## config.mk

```make
export PLATFORM = sky130hd
export DESIGN_NAME = sprite_animation_player_top
export DESIGN_NICKNAME = d
export VERILOG_FILES = /design/src/sv/sap_pkg.sv /design/src/sv/sap_serial_div.sv /design/src/sv/sprite_animation_player_top.sv
export SDC_FILE = /design/constraint.sdc
export NUM_CORES = 2
export LEC_CHECK = 0
export BUFFER_PORTS_ARGS = -buffer_cell sky130_fd_sc_hd__buf_4
export CAP_MARGIN = 5
export CORE_AREA = 10 10 399 439
export DETAILED_ROUTE_END_ITERATION = 16
export DIE_AREA = 0 0 409 449
export GPL_ROUTABILITY_DRIVEN = 1
export PLACE_DENSITY = 0.75
export SLEW_MARGIN = 25
export SYNTH_ARGS = -nofsm -noshare
export SYNTH_HDL_FRONTEND = slang
export SYNTH_SLANG_ARGS = --single-unit
```

## constraint.sdc

```tcl
create_clock -name clock -period 7.3 [get_ports clock]
set_input_delay 1.46 -clock clock [delete_from_list [all_inputs] [get_ports clock]]
set_output_delay 1.46 -clock clock [all_outputs]
set_load 0.02 [all_outputs]
```

## src/sv/sap_pkg.sv

```systemverilog
// Shared constants and types for the sprite animation player.
package sap_pkg;

   // Default sizes of the animation store and the default cycling rate.
   localparam int SAP_ANIM_SLOTS    = 8;
   localparam int SAP_MAX_FRAMES    = 16;
   localparam int SAP_DEFAULT_TICKS = 8;

   // Command codes carried by req_command.
   localparam logic [2:0] CMD_TICK        = 3'd0;
   localparam logic [2:0] CMD_PLAY        = 3'd1;
   localparam logic [2:0] CMD_STOP        = 3'd2;
   localparam logic [2:0] CMD_LOAD_HEADER = 3'd3;
   localparam logic [2:0] CMD_LOAD_FRAME  = 3'd4;

   // Configuration register indexes.
   localparam logic [2:0] CSR_SHEET_X      = 3'd0;
   localparam logic [2:0] CSR_SHEET_Y      = 3'd1;
   localparam logic [2:0] CSR_SHEET_WIDTH  = 3'd2;
   localparam logic [2:0] CSR_SHEET_HEIGHT = 3'd3;
   localparam logic [2:0] CSR_SHEET_COLS   = 3'd4;
   localparam logic [2:0] CSR_SHEET_ROWS   = 3'd5;

   // Lowest play priority, held after reset and after a stop.
   localparam logic signed [15:0] PRIO_MIN = 16'sh8000;

   // Status of a bit-serial divider: running, on its final step, and the
   // quotient bit produced in this cycle (most significant bit first).
   typedef struct packed {
      logic busy;
      logic last;
      logic q_bit;
   } div_status_type;

endpackage

```

## src/sv/sap_serial_div.sv

```systemverilog
// Bit-serial restoring divider producing one quotient bit per cycle.
module sap_serial_div
   import sap_pkg::*;
#(
   parameter int NUM_W = 32,
   parameter int DEN_W = 16
) (
   input  logic                 clock,
   input  logic                 reset,
   input  logic                 start,
   input  logic [NUM_W-1:0]     numer,
   input  logic [DEN_W-1:0]     denom,
   output div_status_type       status,
   output logic [NUM_W-1:0]     quotient,
   output logic [DEN_W-1:0]     remainder
);

   localparam int CNT_W = $clog2(NUM_W + 1);

   logic [NUM_W-1:0] num_ff, num_in;
   logic [DEN_W-1:0] den_ff, den_in;
   logic [DEN_W-1:0] rem_ff, rem_in;
   logic [CNT_W-1:0] cnt_ff, cnt_in;
   logic             busy_ff, busy_in;
   logic [DEN_W:0]   trial;
   logic             q_bit;

   // One restoring step: bring down the next dividend bit and try a subtract.
   assign trial = {rem_ff, num_ff[NUM_W-1]};
   assign q_bit = (trial >= {1'b0, den_ff});

   always_comb begin
      num_in  = num_ff;
      den_in  = den_ff;
      rem_in  = rem_ff;
      cnt_in  = cnt_ff;
      busy_in = busy_ff;
      if (start) begin
         num_in  = numer;
         den_in  = denom;
         rem_in  = '0;
         cnt_in  = CNT_W'(NUM_W);
         busy_in = 1'b1;
      end else if (busy_ff) begin
         // The dividend register shifts left and collects the quotient bits.
         num_in  = NUM_W'({num_ff, q_bit});
         rem_in  = q_bit ? DEN_W'(trial - {1'b0, den_ff}) : trial[DEN_W-1:0];
         cnt_in  = cnt_ff - 1'b1;
         busy_in = (cnt_ff != CNT_W'(1));
      end
   end

   // Control state.
   always_ff @(posedge clock) begin
      if (reset) begin
         busy_ff <= 1'b0;
         cnt_ff  <= '0;
      end else begin
         busy_ff <= busy_in;
         cnt_ff  <= cnt_in;
      end
   end

   // Datapath registers.
   always_ff @(posedge clock) begin
      num_ff <= num_in;
      den_ff <= den_in;
      rem_ff <= rem_in;
   end

   assign status.busy  = busy_ff;
   assign status.last  = busy_ff && (cnt_ff == CNT_W'(1));
   assign status.q_bit = q_bit;
   assign quotient     = num_ff;
   assign remainder    = rem_ff;

endmodule

```

## src/sv/sprite_animation_player_top.sv

```systemverilog
// Sprite-sheet animation player: command sequencer, animation store and cell geometry.
//
//   Channel   Direction  Handshake              Content
//   req_*     in         req_valid / req_stall  one command with its operands
//   rsp_*     out        rsp_valid / rsp_stall  cell rectangle and play status
//   csr_*     in         csr_valid / csr_ready  sheet geometry register writes
//
// An item is accepted only while the block is idle, so a new one waits until the last
// is through. Each runs three bit-serial divider passes in sequence: 32 steps for the timer
// over the frame time (with the wrap modulus reduced on the fly), 16 steps for
// the cell over the columns, and 24 steps for the pixel offsets.
// Reset is synchronous; afterwards the block is ready at once. A stalled result
// waits in the output register; the next item is accepted meanwhile.
module sprite_animation_player_top
   import sap_pkg::*;
#(
   parameter int ANIM_SLOTS    = SAP_ANIM_SLOTS,
   parameter int MAX_FRAMES    = SAP_MAX_FRAMES,
   parameter int DEFAULT_TICKS = SAP_DEFAULT_TICKS
) (
   input  logic               clock,
   input  logic               reset,
   input  logic               req_valid,
   output logic               req_stall,
   input  logic [2:0]         req_command,
   input  logic               req_anim_present,
   input  logic [2:0]         req_anim_id,
   input  logic signed [15:0] req_play_priority,
   input  logic               req_loop_flag,
   input  logic [15:0]        req_frame_ticks,
   input  logic [4:0]         req_frame_count,
   input  logic [3:0]         req_frame_slot,
   input  logic [7:0]         req_cell_index,
   output logic               rsp_valid,
   input  logic               rsp_stall,
   output logic signed [15:0] rsp_cell_x,
   output logic signed [15:0] rsp_cell_y,
   output logic [15:0]        rsp_cell_width,
   output logic [15:0]        rsp_cell_height,
   output logic               rsp_playing,
   output logic               rsp_active_valid,
   output logic [2:0]         rsp_active_id,
   input  logic               csr_valid,
   output logic               csr_ready,
   input  logic [2:0]         csr_index,
   input  logic [15:0]        csr_data
);

   localparam int SLOT_W    = (ANIM_SLOTS > 1) ? $clog2(ANIM_SLOTS) : 1;
   localparam int POS_W     = (MAX_FRAMES > 1) ? $clog2(MAX_FRAMES) : 1;
   localparam int LEN_W     = $clog2(MAX_FRAMES + 1);
   localparam int PROD_W    = LEN_W + 16;
   localparam int MEM_DEPTH = ANIM_SLOTS * MAX_FRAMES;
   localparam int ADDR_W    = (MEM_DEPTH > 1) ? $clog2(MEM_DEPTH) : 1;

   // Sequencer states.
   localparam logic [3:0] S_IDLE  = 4'd0;
   localparam logic [3:0] S_PROD  = 4'd1;
   localparam logic [3:0] S_EXEC  = 4'd2;
   localparam logic [3:0] S_SETUP = 4'd3;
   localparam logic [3:0] S_DIV1S = 4'd4;
   localparam logic [3:0] S_DIV1  = 4'd5;
   localparam logic [3:0] S_POS   = 4'd6;
   localparam logic [3:0] S_CELL  = 4'd7;
   localparam logic [3:0] S_DIV2S = 4'd8;
   localparam logic [3:0] S_DIV2  = 4'd9;
   localparam logic [3:0] S_MUL   = 4'd10;
   localparam logic [3:0] S_DIV3S = 4'd11;
   localparam logic [3:0] S_DIV3  = 4'd12;
   localparam logic [3:0] S_DONE  = 4'd13;

   // Control and architectural state.
   logic [3:0]         state_ff, state_in;
   logic [31:0]        timer_ff, timer_in;
   logic               rolling_ff, rolling_in;
   logic signed [15:0] held_ff, held_in;
   logic               cur_valid_ff, cur_valid_in;
   logic [2:0]         cur_slot_ff, cur_slot_in;
   logic               anim_loop_ff [ANIM_SLOTS];
   logic               anim_loop_in [ANIM_SLOTS];
   logic [15:0]        anim_ticks_ff [ANIM_SLOTS];
   logic [15:0]        anim_ticks_in [ANIM_SLOTS];
   logic [4:0]         anim_len_ff [ANIM_SLOTS];
   logic [4:0]         anim_len_in [ANIM_SLOTS];
   logic               rsp_valid_ff, rsp_valid_in;

   // Sheet geometry registers.
   logic [15:0] sheet_x_ff, sheet_x_in;
   logic [15:0] sheet_y_ff, sheet_y_in;
   logic [15:0] sheet_w_ff, sheet_w_in;
   logic [15:0] sheet_h_ff, sheet_h_in;
   logic [7:0]  sheet_cols_ff, sheet_cols_in;
   logic [7:0]  sheet_rows_ff, sheet_rows_in;

   // Captured command operands.
   logic [2:0]         c_cmd_ff, c_cmd_in;
   logic               c_present_ff, c_present_in;
   logic [2:0]         c_id_ff, c_id_in;
   logic signed [15:0] c_prio_ff, c_prio_in;
   logic               c_loop_ff, c_loop_in;
   logic [15:0]        c_ticks_ff, c_ticks_in;
   logic [4:0]         c_count_ff, c_count_in;
   logic [3:0]         c_fslot_ff, c_fslot_in;
   logic [7:0]         c_cell_ff, c_cell_in;

   // Datapath registers.
   logic [PROD_W-1:0]  prod_ff, prod_in;
   logic [15:0]        mod_m_ff, mod_m_in;
   logic [15:0]        mod_rem_ff, mod_rem_in;
   logic [15:0]        cell_ff, cell_in;
   logic [23:0]        mulx_ff, mulx_in;
   logic [23:0]        muly_ff, muly_in;
   logic [15:0]        out_x_ff, out_x_in;
   logic [15:0]        out_y_ff, out_y_in;
   logic [15:0]        out_w_ff, out_w_in;
   logic [15:0]        out_h_ff, out_h_in;
   logic               out_play_ff, out_play_in;
   logic               out_av_ff, out_av_in;
   logic [2:0]         out_id_ff, out_id_in;

   // Frame list memory.
   logic [7:0]         frame_mem_ff [MEM_DEPTH];
   logic [7:0]         frame_rd_ff;

   // Derived values.
   logic [SLOT_W-1:0]  cur_idx;
   logic [SLOT_W-1:0]  cmd_idx;
   logic [LEN_W-1:0]   cur_len;
   logic [15:0]        cur_ticks;
   logic               cur_loop;
   logic [7:0]         cols_eff;
   logic [7:0]         rows_eff;
   logic               id_ok;
   logic               fs_ok;
   logic               differs;
   logic               playing_now;
   logic [POS_W-1:0]   pos;
   logic [ADDR_W-1:0]  rd_addr;
   logic [ADDR_W-1:0]  wr_addr;
   logic               frame_we;
   logic [16:0]        mod_trial;

   // Divider connections.
   logic               t_start, c_start, g_start;
   logic [15:0]        t_den;
   div_status_type     t_stat, cd_stat, xd_stat;
   logic [31:0]        t_quo;
   logic [15:0]        cd_quo;
   logic [7:0]         cd_rem;
   logic [15:0]        w_quo, h_quo;
   logic [23:0]        x_quo, y_quo;

   // Stored frame counts outside the table size are clamped.
   function automatic logic [LEN_W-1:0] eff_len(input logic [4:0] n);
      logic [LEN_W-1:0] r;
      if (n == 5'd0) begin
         r = LEN_W'(1);
      end else if (32'(n) > MAX_FRAMES) begin
         r = LEN_W'(MAX_FRAMES);
      end else begin
         r = LEN_W'(n);
      end
      return r;
   endfunction

   // Lookups at the current animation and at the commanded slot.
   assign cur_idx   = SLOT_W'(cur_slot_ff);
   assign cmd_idx   = SLOT_W'(c_id_ff);
   assign cur_len   = eff_len(anim_len_ff[cur_idx]);
   assign cur_ticks = anim_ticks_ff[cur_idx];
   assign cur_loop  = anim_loop_ff[cur_idx];
   assign cols_eff  = (sheet_cols_ff == 8'd0) ? 8'd1 : sheet_cols_ff;
   assign rows_eff  = (sheet_rows_ff == 8'd0) ? 8'd1 : sheet_rows_ff;
   assign id_ok     = (32'(c_id_ff) < ANIM_SLOTS);
   assign fs_ok     = (32'(c_fslot_ff) < MAX_FRAMES);
   assign differs   = (c_present_ff != cur_valid_ff) ||
                      (c_present_ff && (c_id_ff != cur_slot_ff));
   assign playing_now = rolling_ff &&
                        (!cur_valid_ff || cur_loop || (timer_ff < 32'(prod_ff)));

   // Frame position: wrap for looping animations, hold the last frame otherwise.
   always_comb begin
      if (cur_loop) begin
         pos = POS_W'(mod_rem_ff);
      end else if (t_quo > 32'(cur_len - 1'b1)) begin
         pos = POS_W'(cur_len - 1'b1);
      end else begin
         pos = POS_W'(t_quo);
      end
   end

   assign rd_addr  = ADDR_W'(32'(cur_slot_ff) * MAX_FRAMES + 32'(pos));
   assign wr_addr  = ADDR_W'(32'(c_id_ff) * MAX_FRAMES + 32'(c_fslot_ff));
   assign frame_we = (state_ff == S_EXEC) && (c_cmd_ff == CMD_LOAD_FRAME) && id_ok && fs_ok;

   // Running remainder of the timer quotient, fed one bit per divider step.
   assign mod_trial = {mod_rem_ff, t_stat.q_bit};

   // Divider operands.
   assign t_start = (state_ff == S_DIV1S);
   assign c_start = (state_ff == S_DIV2S);
   assign g_start = (state_ff == S_DIV3S);
   assign t_den   = cur_valid_ff ? cur_ticks : 16'(DEFAULT_TICKS);

   // Sequencer, command execution and result assembly.
   always_comb begin
      state_in     = state_ff;
      timer_in     = timer_ff;
      rolling_in   = rolling_ff;
      held_in      = held_ff;
      cur_valid_in = cur_valid_ff;
      cur_slot_in  = cur_slot_ff;
      anim_loop_in  = anim_loop_ff;
      anim_ticks_in = anim_ticks_ff;
      anim_len_in   = anim_len_ff;
      rsp_valid_in = rsp_valid_ff && rsp_stall;
      sheet_x_in    = sheet_x_ff;
      sheet_y_in    = sheet_y_ff;
      sheet_w_in    = sheet_w_ff;
      sheet_h_in    = sheet_h_ff;
      sheet_cols_in = sheet_cols_ff;
      sheet_rows_in = sheet_rows_ff;
      c_cmd_in     = c_cmd_ff;
      c_present_in = c_present_ff;
      c_id_in      = c_id_ff;
      c_prio_in    = c_prio_ff;
      c_loop_in    = c_loop_ff;
      c_ticks_in   = c_ticks_ff;
      c_count_in   = c_count_ff;
      c_fslot_in   = c_fslot_ff;
      c_cell_in    = c_cell_ff;
      prod_in      = prod_ff;
      mod_m_in     = mod_m_ff;
      mod_rem_in   = mod_rem_ff;
      cell_in      = cell_ff;
      mulx_in      = mulx_ff;
      muly_in      = muly_ff;
      out_x_in     = out_x_ff;
      out_y_in     = out_y_ff;
      out_w_in     = out_w_ff;
      out_h_in     = out_h_ff;
      out_play_in  = out_play_ff;
      out_av_in    = out_av_ff;
      out_id_in    = out_id_ff;

      // Configuration writes; indexes beyond the list are dropped.
      if (csr_valid) begin
         unique case (csr_index)
            CSR_SHEET_X:      sheet_x_in    = csr_data;
            CSR_SHEET_Y:      sheet_y_in    = csr_data;
            CSR_SHEET_WIDTH:  sheet_w_in    = csr_data;
            CSR_SHEET_HEIGHT: sheet_h_in    = csr_data;
            CSR_SHEET_COLS:   sheet_cols_in = csr_data[7:0];
            CSR_SHEET_ROWS:   sheet_rows_in = csr_data[7:0];
            default: ;
         endcase
      end

      unique case (state_ff)
         S_IDLE: begin
            if (req_valid) begin
               c_cmd_in     = req_command;
               c_present_in = req_anim_present;
               c_id_in      = req_anim_id;
               c_prio_in    = req_play_priority;
               c_loop_in    = req_loop_flag;
               c_ticks_in   = req_frame_ticks;
               c_count_in   = req_frame_count;
               c_fslot_in   = req_frame_slot;
               c_cell_in    = req_cell_index;
               state_in     = S_PROD;
            end
         end
         S_PROD: begin
            // Play length of the animation current before the command.
            prod_in  = PROD_W'(cur_len) * PROD_W'(cur_ticks);
            state_in = S_EXEC;
         end
         S_EXEC: begin
            unique case (c_cmd_ff)
               CMD_TICK: begin
                  if (rolling_ff && (timer_ff != 32'hFFFF_FFFF)) begin
                     timer_in = timer_ff + 32'd1;
                  end
               end
               CMD_PLAY: begin
                  if ((!c_present_ff || id_ok) &&
                      (((c_prio_ff >= held_ff) && differs) || !playing_now)) begin
                     cur_valid_in = c_present_ff;
                     if (c_present_ff) begin
                        cur_slot_in = c_id_ff;
                     end
                     rolling_in = 1'b1;
                     timer_in   = '0;
                     held_in    = c_prio_ff;
                  end
               end
               CMD_STOP: begin
                  rolling_in = 1'b0;
                  held_in    = PRIO_MIN;
               end
               CMD_LOAD_HEADER: begin
                  if (id_ok) begin
                     anim_loop_in[cmd_idx]  = c_loop_ff;
                     anim_ticks_in[cmd_idx] = c_ticks_ff;
                     anim_len_in[cmd_idx]   = c_count_ff;
                  end
               end
               default: ;
            endcase
            state_in = S_SETUP;
         end
         S_SETUP: begin
            // Play length and wrap modulus of the animation now current.
            prod_in  = PROD_W'(cur_len) * PROD_W'(cur_ticks);
            mod_m_in = cur_valid_ff ? 16'(cur_len) : (16'(cols_eff) * 16'(rows_eff));
            state_in = S_DIV1S;
         end
         S_DIV1S: begin
            mod_rem_in = '0;
            state_in   = S_DIV1;
         end
         S_DIV1: begin
            if (t_stat.busy) begin
               if (mod_trial >= {1'b0, mod_m_ff}) begin
                  mod_rem_in = 16'(mod_trial - {1'b0, mod_m_ff});
               end else begin
                  mod_rem_in = mod_trial[15:0];
               end
            end
            if (t_stat.last) begin
               state_in = S_POS;
            end
         end
         S_POS: begin
            // Default cycling takes the remainder; a named animation reads its list.
            cell_in  = cur_valid_ff ? 16'd0 : mod_rem_ff;
            state_in = S_CELL;
         end
         S_CELL: begin
            if (cur_valid_ff && (cur_ticks != 16'd0)) begin
               cell_in = 16'(frame_rd_ff);
            end
            state_in = S_DIV2S;
         end
         S_DIV2S: begin
            state_in = S_DIV2;
         end
         S_DIV2: begin
            if (cd_stat.last) begin
               state_in = S_MUL;
            end
         end
         S_MUL: begin
            // Column is the remainder, row the quotient of the cell over columns.
            mulx_in  = 24'(cd_rem) * 24'(sheet_w_ff);
            muly_in  = 24'(cd_quo[7:0]) * 24'(sheet_h_ff);
            state_in = S_DIV3S;
         end
         S_DIV3S: begin
            state_in = S_DIV3;
         end
         S_DIV3: begin
            if (xd_stat.last) begin
               state_in = S_DONE;
            end
         end
         S_DONE: begin
            // Load the output register once the previous result has gone.
            if (!rsp_valid_ff || !rsp_stall) begin
               out_x_in     = sheet_x_ff + x_quo[15:0];
               out_y_in     = sheet_y_ff + y_quo[15:0];
               out_w_in     = w_quo;
               out_h_in     = h_quo;
               out_play_in  = playing_now;
               out_av_in    = cur_valid_ff;
               out_id_in    = cur_slot_ff;
               rsp_valid_in = 1'b1;
               state_in     = S_IDLE;
            end
         end
         default: begin
            state_in = S_IDLE;
         end
      endcase
   end

   // Control and architectural state with reset values.
   always_ff @(posedge clock) begin
      if (reset) begin
         state_ff      <= S_IDLE;
         timer_ff      <= '0;
         rolling_ff    <= 1'b0;
         held_ff       <= PRIO_MIN;
         cur_valid_ff  <= 1'b0;
         cur_slot_ff   <= '0;
         rsp_valid_ff  <= 1'b0;
         sheet_x_ff    <= 16'd0;
         sheet_y_ff    <= 16'd0;
         sheet_w_ff    <= 16'd256;
         sheet_h_ff    <= 16'd256;
         sheet_cols_ff <= 8'd1;
         sheet_rows_ff <= 8'd1;
         for (int i = 0; i < ANIM_SLOTS; i++) begin
            anim_loop_ff[i]  <= 1'b0;
            anim_ticks_ff[i] <= 16'd0;
            anim_len_ff[i]   <= 5'd1;
         end
      end else begin
         state_ff      <= state_in;
         timer_ff      <= timer_in;
         rolling_ff    <= rolling_in;
         held_ff       <= held_in;
         cur_valid_ff  <= cur_valid_in;
         cur_slot_ff   <= cur_slot_in;
         rsp_valid_ff  <= rsp_valid_in;
         sheet_x_ff    <= sheet_x_in;
         sheet_y_ff    <= sheet_y_in;
         sheet_w_ff    <= sheet_w_in;
         sheet_h_ff    <= sheet_h_in;
         sheet_cols_ff <= sheet_cols_in;
         sheet_rows_ff <= sheet_rows_in;
         anim_loop_ff  <= anim_loop_in;
         anim_ticks_ff <= anim_ticks_in;
         anim_len_ff   <= anim_len_in;
      end
   end

   // Payload registers.
   always_ff @(posedge clock) begin
      c_cmd_ff     <= c_cmd_in;
      c_present_ff <= c_present_in;
      c_id_ff      <= c_id_in;
      c_prio_ff    <= c_prio_in;
      c_loop_ff    <= c_loop_in;
      c_ticks_ff   <= c_ticks_in;
      c_count_ff   <= c_count_in;
      c_fslot_ff   <= c_fslot_in;
      c_cell_ff    <= c_cell_in;
      prod_ff      <= prod_in;
      mod_m_ff     <= mod_m_in;
      mod_rem_ff   <= mod_rem_in;
      cell_ff      <= cell_in;
      mulx_ff      <= mulx_in;
      muly_ff      <= muly_in;
      out_x_ff     <= out_x_in;
      out_y_ff     <= out_y_in;
      out_w_ff     <= out_w_in;
      out_h_ff     <= out_h_in;
      out_play_ff  <= out_play_in;
      out_av_ff    <= out_av_in;
      out_id_ff    <= out_id_in;
   end

   // Frame list memory: written by frame loads, read once per item.
   always_ff @(posedge clock) begin
      if (frame_we) begin
         frame_mem_ff[wr_addr] <= c_cell_ff;
      end
      if (state_ff == S_POS) begin
         frame_rd_ff <= frame_mem_ff[rd_addr];
      end
   end

   // Timer over frame time, or over the default rate when nothing is named.
   sap_serial_div #(.NUM_W(32), .DEN_W(16)) u_div_timer (
      .clock     (clock),
      .reset     (reset),
      .start     (t_start),
      .numer     (timer_ff),
      .denom     (t_den),
      .status    (t_stat),
      .quotient  (t_quo),
      .remainder ()
   );

   // Cell number over columns gives row and column.
   sap_serial_div #(.NUM_W(16), .DEN_W(8)) u_div_cell (
      .clock     (clock),
      .reset     (reset),
      .start     (c_start),
      .numer     (cell_ff),
      .denom     (cols_eff),
      .status    (cd_stat),
      .quotient  (cd_quo),
      .remainder (cd_rem)
   );

   // Cell width, run alongside the cell division.
   sap_serial_div #(.NUM_W(16), .DEN_W(8)) u_div_width (
      .clock     (clock),
      .reset     (reset),
      .start     (c_start),
      .numer     (sheet_w_ff),
      .denom     (cols_eff),
      .status    (),
      .quotient  (w_quo),
      .remainder ()
   );

   // Cell height, run alongside the cell division.
   sap_serial_div #(.NUM_W(16), .DEN_W(8)) u_div_height (
      .clock     (clock),
      .reset     (reset),
      .start     (c_start),
      .numer     (sheet_h_ff),
      .denom     (rows_eff),
      .status    (),
      .quotient  (h_quo),
      .remainder ()
   );

   // Horizontal pixel offset of the column.
   sap_serial_div #(.NUM_W(24), .DEN_W(8)) u_div_x (
      .clock     (clock),
      .reset     (reset),
      .start     (g_start),
      .numer     (mulx_ff),
      .denom     (cols_eff),
      .status    (xd_stat),
      .quotient  (x_quo),
      .remainder ()
   );

   // Vertical pixel offset of the row.
   sap_serial_div #(.NUM_W(24), .DEN_W(8)) u_div_y (
      .clock     (clock),
      .reset     (reset),
      .start     (g_start),
      .numer     (muly_ff),
      .denom     (rows_eff),
      .status    (),
      .quotient  (y_quo),
      .remainder ()
   );

   // Port drivers.
   assign req_stall        = (state_ff != S_IDLE);
   assign csr_ready        = 1'b1;
   assign rsp_valid        = rsp_valid_ff;
   assign rsp_cell_x       = out_x_ff;
   assign rsp_cell_y       = out_y_ff;
   assign rsp_cell_width   = out_w_ff;
   assign rsp_cell_height  = out_h_ff;
   assign rsp_playing      = out_play_ff;
   assign rsp_active_valid = out_av_ff;
   assign rsp_active_id    = out_id_ff;

endmodule

```

Word level (Yosys, flattened, before mapping)
Memory sizes are Yosys's and may differ from the RTL's. A register that Yosys moved wholly into a read port is not among the register bits.
Cells that the tools add are included.
{"block": "op_classes", "n_mux": 90, "multipliers": 4, "n_lt_le_gt_ge": 14, "bitwise_logic": 2, "n_reduce_logical": 58, "eq_ne": 43, "n_addsub": 20}
{"cell": "$mux 16", "n": 15}
{"cell": "$bwmux 128", "n": 1}
{"cell": "$mux 32", "n": 4}
{"cell": "$mux 24", "n": 4}
{"cell": "$pmux 16 s2", "n": 3}
{"cell": "$mux 5", "n": 16}
{"cell": "$pmux 32 s2", "n": 1}
{"cell": "$mux 8", "n": 7}
{"cell": "$pmux 4 s14", "n": 1}
{"cell": "$bmux 16 s3", "n": 1}
{"cell": "$demux 16 s3", "n": 1}
{"cell": "$mul 8x16->24", "n": 2}
{"cell": "$ge 9x8->1", "n": 5}
{"cell": "$bwmux 40", "n": 1}
{"cell": "$sub 8x8->8", "n": 5}
{"cell": "$ge 17x16->1", "n": 2}
{"cell": "$add 16x16->16", "n": 2}
{"cell": "$add 32x1->32 const B", "n": 1}
{"cell": "$gt 32x32->1", "n": 1}
{"cell": "$lt 32x21->1", "n": 1}
{"cell": "$ne 32x32->1 const B", "n": 1}
{"cell": "$sub 16x16->16", "n": 2}
{"cell": "$mux 4", "n": 7}
{"cell": "$ne 5x1->1 const B", "n": 5}
{"cell": "other kinds (49)", "n": 142}
{"block": "totals", "inputBits": 81, "ramBits": 1024, "regBits": 826, "out_inout_bits": 72, "n_memories": 1, "wordCells": 327}
{"memory": "frame_mem_ff", "words": 128, "word_bits": 8, "read_ports": 1, "rd_clocked_by_memory_dff": 1, "wr": 1, "line": "sprite_animation_player_top.sv:122", "rtl": "logic [7:0] frame_mem_ff [MEM_DEPTH];"}

Depth between registers and ports, before layout
{"block": "depth", "ltp_word": 12, "mapped_depth": 30}

Cells and area by module
From an unflattened synthesis, not the netlist that was laid out.
{"block": "unflattened", "hier_cells": 7681, "area_unflattened_um2": 91851.8}
{"module": "sprite_animation_player_top", "instances": 1, "cells_per_inst": 6450, "area_per_inst_um2": 77386.7}
{"module": "sap_serial_div (u_div_cell ...)", "instances": 3, "cells_per_inst": 168, "area_per_inst_um2": 1974.4}
{"module": "sap_serial_div (u_div_x ...)", "instances": 2, "cells_per_inst": 186, "area_per_inst_um2": 2298.5}
{"module": "sap_serial_div (u_div_timer)", "instances": 1, "cells_per_inst": 355, "area_per_inst_um2": 3945.0}

Least setup slack after synthesis
Ideal clock, no wire load.
{"block": "synth_path", "path_kind": "reg2reg", "from": "reg cur_slot_ff[0] (netlist: cur_idx[0])", "to": "reg frame_rd_ff[0] (read register of frame_mem_ff), data pin", "period_less_slack_ns": 6.315, "setup_slack_ns": 0.985, "path_buffers": 9, "stages_incl_launch_ff": 27, "t_arrival_ns": 6.060, "path_cell_list": "dfxtp_1 buf_6 buf_2 buf_1 clkbuf_1 mux4_2 or2_2 clkbuf_1 clkbuf_1 ha_1 nor2_1 a31oi_1 ha_1 nand2_1 nor4_1 o21ai_0 a31oi_1 nor4_1 or3b_1 buf_2 nor2_1 buf_2 buf_1 a221oi_1 nor3_1 o21ai_0 and3_1"}
{"block": "synth_between", "elab_chain_len": 12, "word_cells_on_any_way": 17, "classes_between": "add/sub: 3; order compare: 2; mux: 10; bitwise: 1; reduce/logical: 1"}
{"item": "start: declaration", "line": "sprite_animation_player_top.sv:78", "rtl": "logic [2:0] cur_slot_ff, cur_slot_in;"}
{"item": "start signal: assignment", "line": "sprite_animation_player_top.sv:415", "rtl": "cur_slot_ff <= cur_slot_in;"}
{"item": "$not 3->4 (not written as such)", "line": "sprite_animation_player_top.sv:169, sprite_animation_player_top.sv:171"}
{"item": "$bmux 5 s3", "line": "sprite_animation_player_top.sv:169", "rtl": "assign cur_len = eff_len(anim_len_ff[cur_idx]);"}
{"item": "$mux 5 (not written as such) (2 in series)", "line": "sprite_animation_player_top.sv:169"}
{"item": "$gt 5x5->1", "line": "sprite_animation_player_top.sv:158", "rtl": "end else if (32'(n) > MAX_FRAMES) begin"}
{"item": "$mux 5", "line": "sprite_animation_player_top.sv:158"}
{"item": "$mux 5", "line": "sprite_animation_player_top.sv:156", "rtl": "if (n == 5'd0) begin"}
{"item": "$sub 5x1->6", "line": "sprite_animation_player_top.sv:185", "rtl": "end else if (t_quo > 32'(cur_len - 1'b1)) begin"}
{"item": "$gt 32x32->1", "line": "sprite_animation_player_top.sv:185"}
{"item": "$mux 4", "line": "sprite_animation_player_top.sv:185"}
{"item": "$mux 4", "line": "sprite_animation_player_top.sv:183", "rtl": "if (cur_loop) begin"}
{"item": "$add 7x4->7 (*)", "line": "sprite_animation_player_top.sv:192", "rtl": "assign rd_addr = ADDR_W'(32'(cur_slot_ff) * MAX_FRAMES + 32'(pos));"}
{"item": "end: declaration", "line": "sprite_animation_player_top.sv:123", "rtl": "logic [7:0] frame_rd_ff;"}
Every way passes the cells marked *; elsewhere a longest branch is shown, timed or not. The select of a mux whose other input is x is not followed.
A chain may end at the register's enable or synchronous reset.

Worst setup path in the final report
{"block": "layout_path", "from": "reg cur_slot_ff[1] (netlist: cur_idx[1])", "to": "reg frame_rd_ff[5] (read register of frame_mem_ff), data pin"}
Same word-level chain as after synthesis.

==> key figures <==
Timing
  – Max Freq: 0.145 GHz
  – Crit path time final: 6890 ps
  – RSZ-0062 raised after global routing: no
  – Slew HR: 26.7%
  – Worst-margin pin slew: 1090 ps
  – Setup_tns: 0 ps
  – Period utilization: 94.4%
  – Final Max Slew Viols: 0
  – Layout Skew: 46.3 ps
  – Setup-failing EPs final: 0
  – Final Hold Vio Count: 0

Setup path
  – CP Data Required Time: 7870 ps
  – Setup slack, reg-to-reg: 410 ps
  – Reg2reg path depth: 21
  – Critical Path AT: 7460 ps
  – Worst Path Max Fanout: 26
  – CP startpoint kind: register
  – CP endpoint kind: register
  – Reg-to-reg endpoint: frame_rd_ff[5]
  – Kind of critical path: reg2reg
  – RR Startpoint: cur_idx[1]

Placed design
  – Gp weighted congestion: 0.930
  – PortBufs: 151
  – Placed cells: 9864
  – Post-DP HPWL: 156000 µm

Clocking
  – Post-CTS Resized: 0
  – Num CTS Buffers: 182
  – Hold_buf cts: 0
  – H-tree levels: 4
  – CTS clock-pin slew for the worst setup and hold paths: 60 ps
  – Setup Fix Bufs, Post-CTS: 0
  – Worst-Skew Late Latency: 840 ps
  – Clock Tree Buf Depth: 3
  – CTS root buf: clkbuf_16
  – CTS tree: yes
  – Sink Count: 1858

Floorplan
  – Starting Density: 54.6%
  – Die Ht: 449 µm
  – Top Ports: 153
  – Die ar.: 0.184 mm²
  – Total core area: 0.166 mm²
  – Num rows: 157
  – Die X: 409 µm

Drt
  – WL final: 232000 µm
  – 1st-iter DRT viols: 6611
  – Drt wl/cell: 22.7 µm
  – Vias: 60900
  – Vias per Instance: 5.97
  – TritonRoute pass-1 iters: 6
  – Post-DRT Antenna Nets: 0
  – # DRC: 0

Global route
  – First-pass GRT wire length: 356000 µm
  – Initial antenna violation count: 5
  – Largest net degree at the start of global routing: 113
  – Grt total ovfl: 0
  – Vias in the first global route: 61000
  – All-Layer GR Usage: 24.7%

Finish
  – # nets final: 8496
  – Layout cell share with drive strength beyond 1: 10.1%
  – Final core utilization: 60.4%
  – Non-Filler Instances: 10200
  – Synth-to-Final Area Change: 10.7%
  – Commonest non-fill, non-tap cell in the layout: nand2_1
  – Most frequent cells in the layout: nand2_1 (1561), edfxtp_1 (1451), a21oi_1 (480), inv_1 (445), nor2_1 (409)

Worst hold path
  – Hold path cells: 2
  – Hold Crit Class: reg2reg
  – Worst hold endpoint: anim_ticks_ff[55]
  – Hold path start: anim_ticks_ff[55]

Power and ir drop
  – VDD IR-drop max: 0.230 mV
  – Lkg Pwr: 37.2 nW
  – Total power: 24.3 mW
  – PD cells: 242 mW/mm²

Outcome
  – Outcome: completed

Yosys
  – Post-Syn Area: 0.0906 mm²
  – EDFF count, synth: 1451
  – Post-synth top flop: edfxtp_1
  – Synth warn: 0
  – Post-synthesis cell type count: 93
  – Syn_area_per_cell: 11.7 µm²
  – Yosys reg bits: 1858
  – Share of the yosys chip area belonging to registers: 57.1%
  – Ys async rst share: 0%
  – Post-Synthesis Cells: 7753

Job
  – Max-cap violations: 0
## flip-flops by register name, indices dropped and copies added, names as in the netlist, 21 cells and up
signal,count
prod_ff,21
u_div_y.quotient,24
u_div_timer.quotient,32
anim_len_ff,40
anim_ticks_ff,128
timer_ff,32
muly_ff,24
u_div_x.quotient,24
mulx_ff,24
frame_mem_ff,1024
## cells in the mapped netlist, drive strengths merged (39+ instances only)
library cell     n  area [µm²]
a211oi          51         383
a21o            61         458
a21oi          487        2440
a31oi           48         300
and2           178        1110
and3            59         369
buf            103         641
clkbuf         333        1270
dfxtp          407        8150
edfxtp        1451       43600
fa             255        5100
ha             337        4220
inv            448        1680
mux2            61         694
mux2i          239        2400
mux4           114        2570
nand2         1567        5880
nand2b          58         363
nand3          132         661
nand4           49         307
nor2           415        1560
nor2b           69         432
nor3            77         400
o21ai          172         861
xnor2          105         920
xor2            39         342
## power breakdown
part	switching, mW	internal, mW	leakage, nW
logic	1.78	1.05	17.7
clock network	4.15	5.38	2.96
registers	0.241	11.7	16.5
total	6.17	18.1	37.2
## metal layers
layer | part of all wire (%) | global-route usage, % | up-vias
met3 | 9.5 | 4.66 | 605
met4 | 4.5 | 10.8 | 4
met5 | 0.012 | 0 | -
met1 | 38 | 32.0 | 29900
met2 | 48 | 40.4 | 3001
li1 | - | - | 27400
## metrics by stage
| stage | setup slack [ps] | area (µm²) | hold WS, ps |
|---|---|---|---|
| 5_1_grt | 23.0 | 100000 | 466 |
| 3_5_place_dp | 174 | 94100 | 433 |
| 3_3_place_gp | 330 | 94100 | 434 |
| 2_1_floorplan | 985 | 90700 | 426 |
| 6_report | 411 | 100000 | 449 |
| 4_1_cts | 118 | 100000 | 449 |
## worst max-delay path by stage
stage	start	end	slack, ps
after floorplan	cur_idx[0]	frame_rd_ff[0]	990
after global placement	cur_idx[1]	frame_rd_ff[5]	330
after detailed placement	cur_idx[1]	frame_rd_ff[5]	170
after CTS	cur_idx[1]	frame_rd_ff[5]	120
after global routing	cur_idx[1]	frame_rd_ff[2]	20
final	cur_idx[1]	frame_rd_ff[5]	410
## logic make-up (layout without fill, tap and decap cells)
| group | count (synthesis) | after routing | share of synthesized area, % |
|---|---|---|---|
| AO/OA/AOI/OAI | 1104 | 1104 | 7.52 |
| XOR/XNOR | 144 | 144 | 1.39 |
| adder cells (fa/ha/maj) | 592 | 592 | 10.3 |
| buffers and inverters | 884 | 1085 | 3.97 |
| flip-flops | 1858 | 1858 | 57.1 |
| multiplexers | 414 | 414 | 6.24 |
| other | 1 | 29 | 0.00414 |
| AND/OR/NAND/NOR | 2756 | 2756 | 13.5 |
## cell type report
cell class                 count  area (µm²)
antenna                        1        2.50
clock buffer                 239        4920
clock inverter               103        1160
fill                       12600       65700
inverter                     448        1680
multi-input combinational   5038       35600
sequential                  1858       51700
tap                         2226        2790
timing repair buffer         295        2420
## worst max-delay path, stage by stage, from the launching register on
cell and delay (ps):
dfxtp_2 700, buf_4 280, mux2i_1 260, a22oi_1 170, and2_2 250, or2_2 330, ha_1 230, nor2_1 110
a31oi_1 70, ha_1 300, nand2_1 50, nor4_1 360, o21ai_0 190, a31oi_2 410, or4_1 240, and3_4 510
mux4_2 580, a221oi_1 390, o2111ai_1 370, nor4_2 530, a211oi_1 100, and3_1 180
Power figures use the tool's default switching activity.
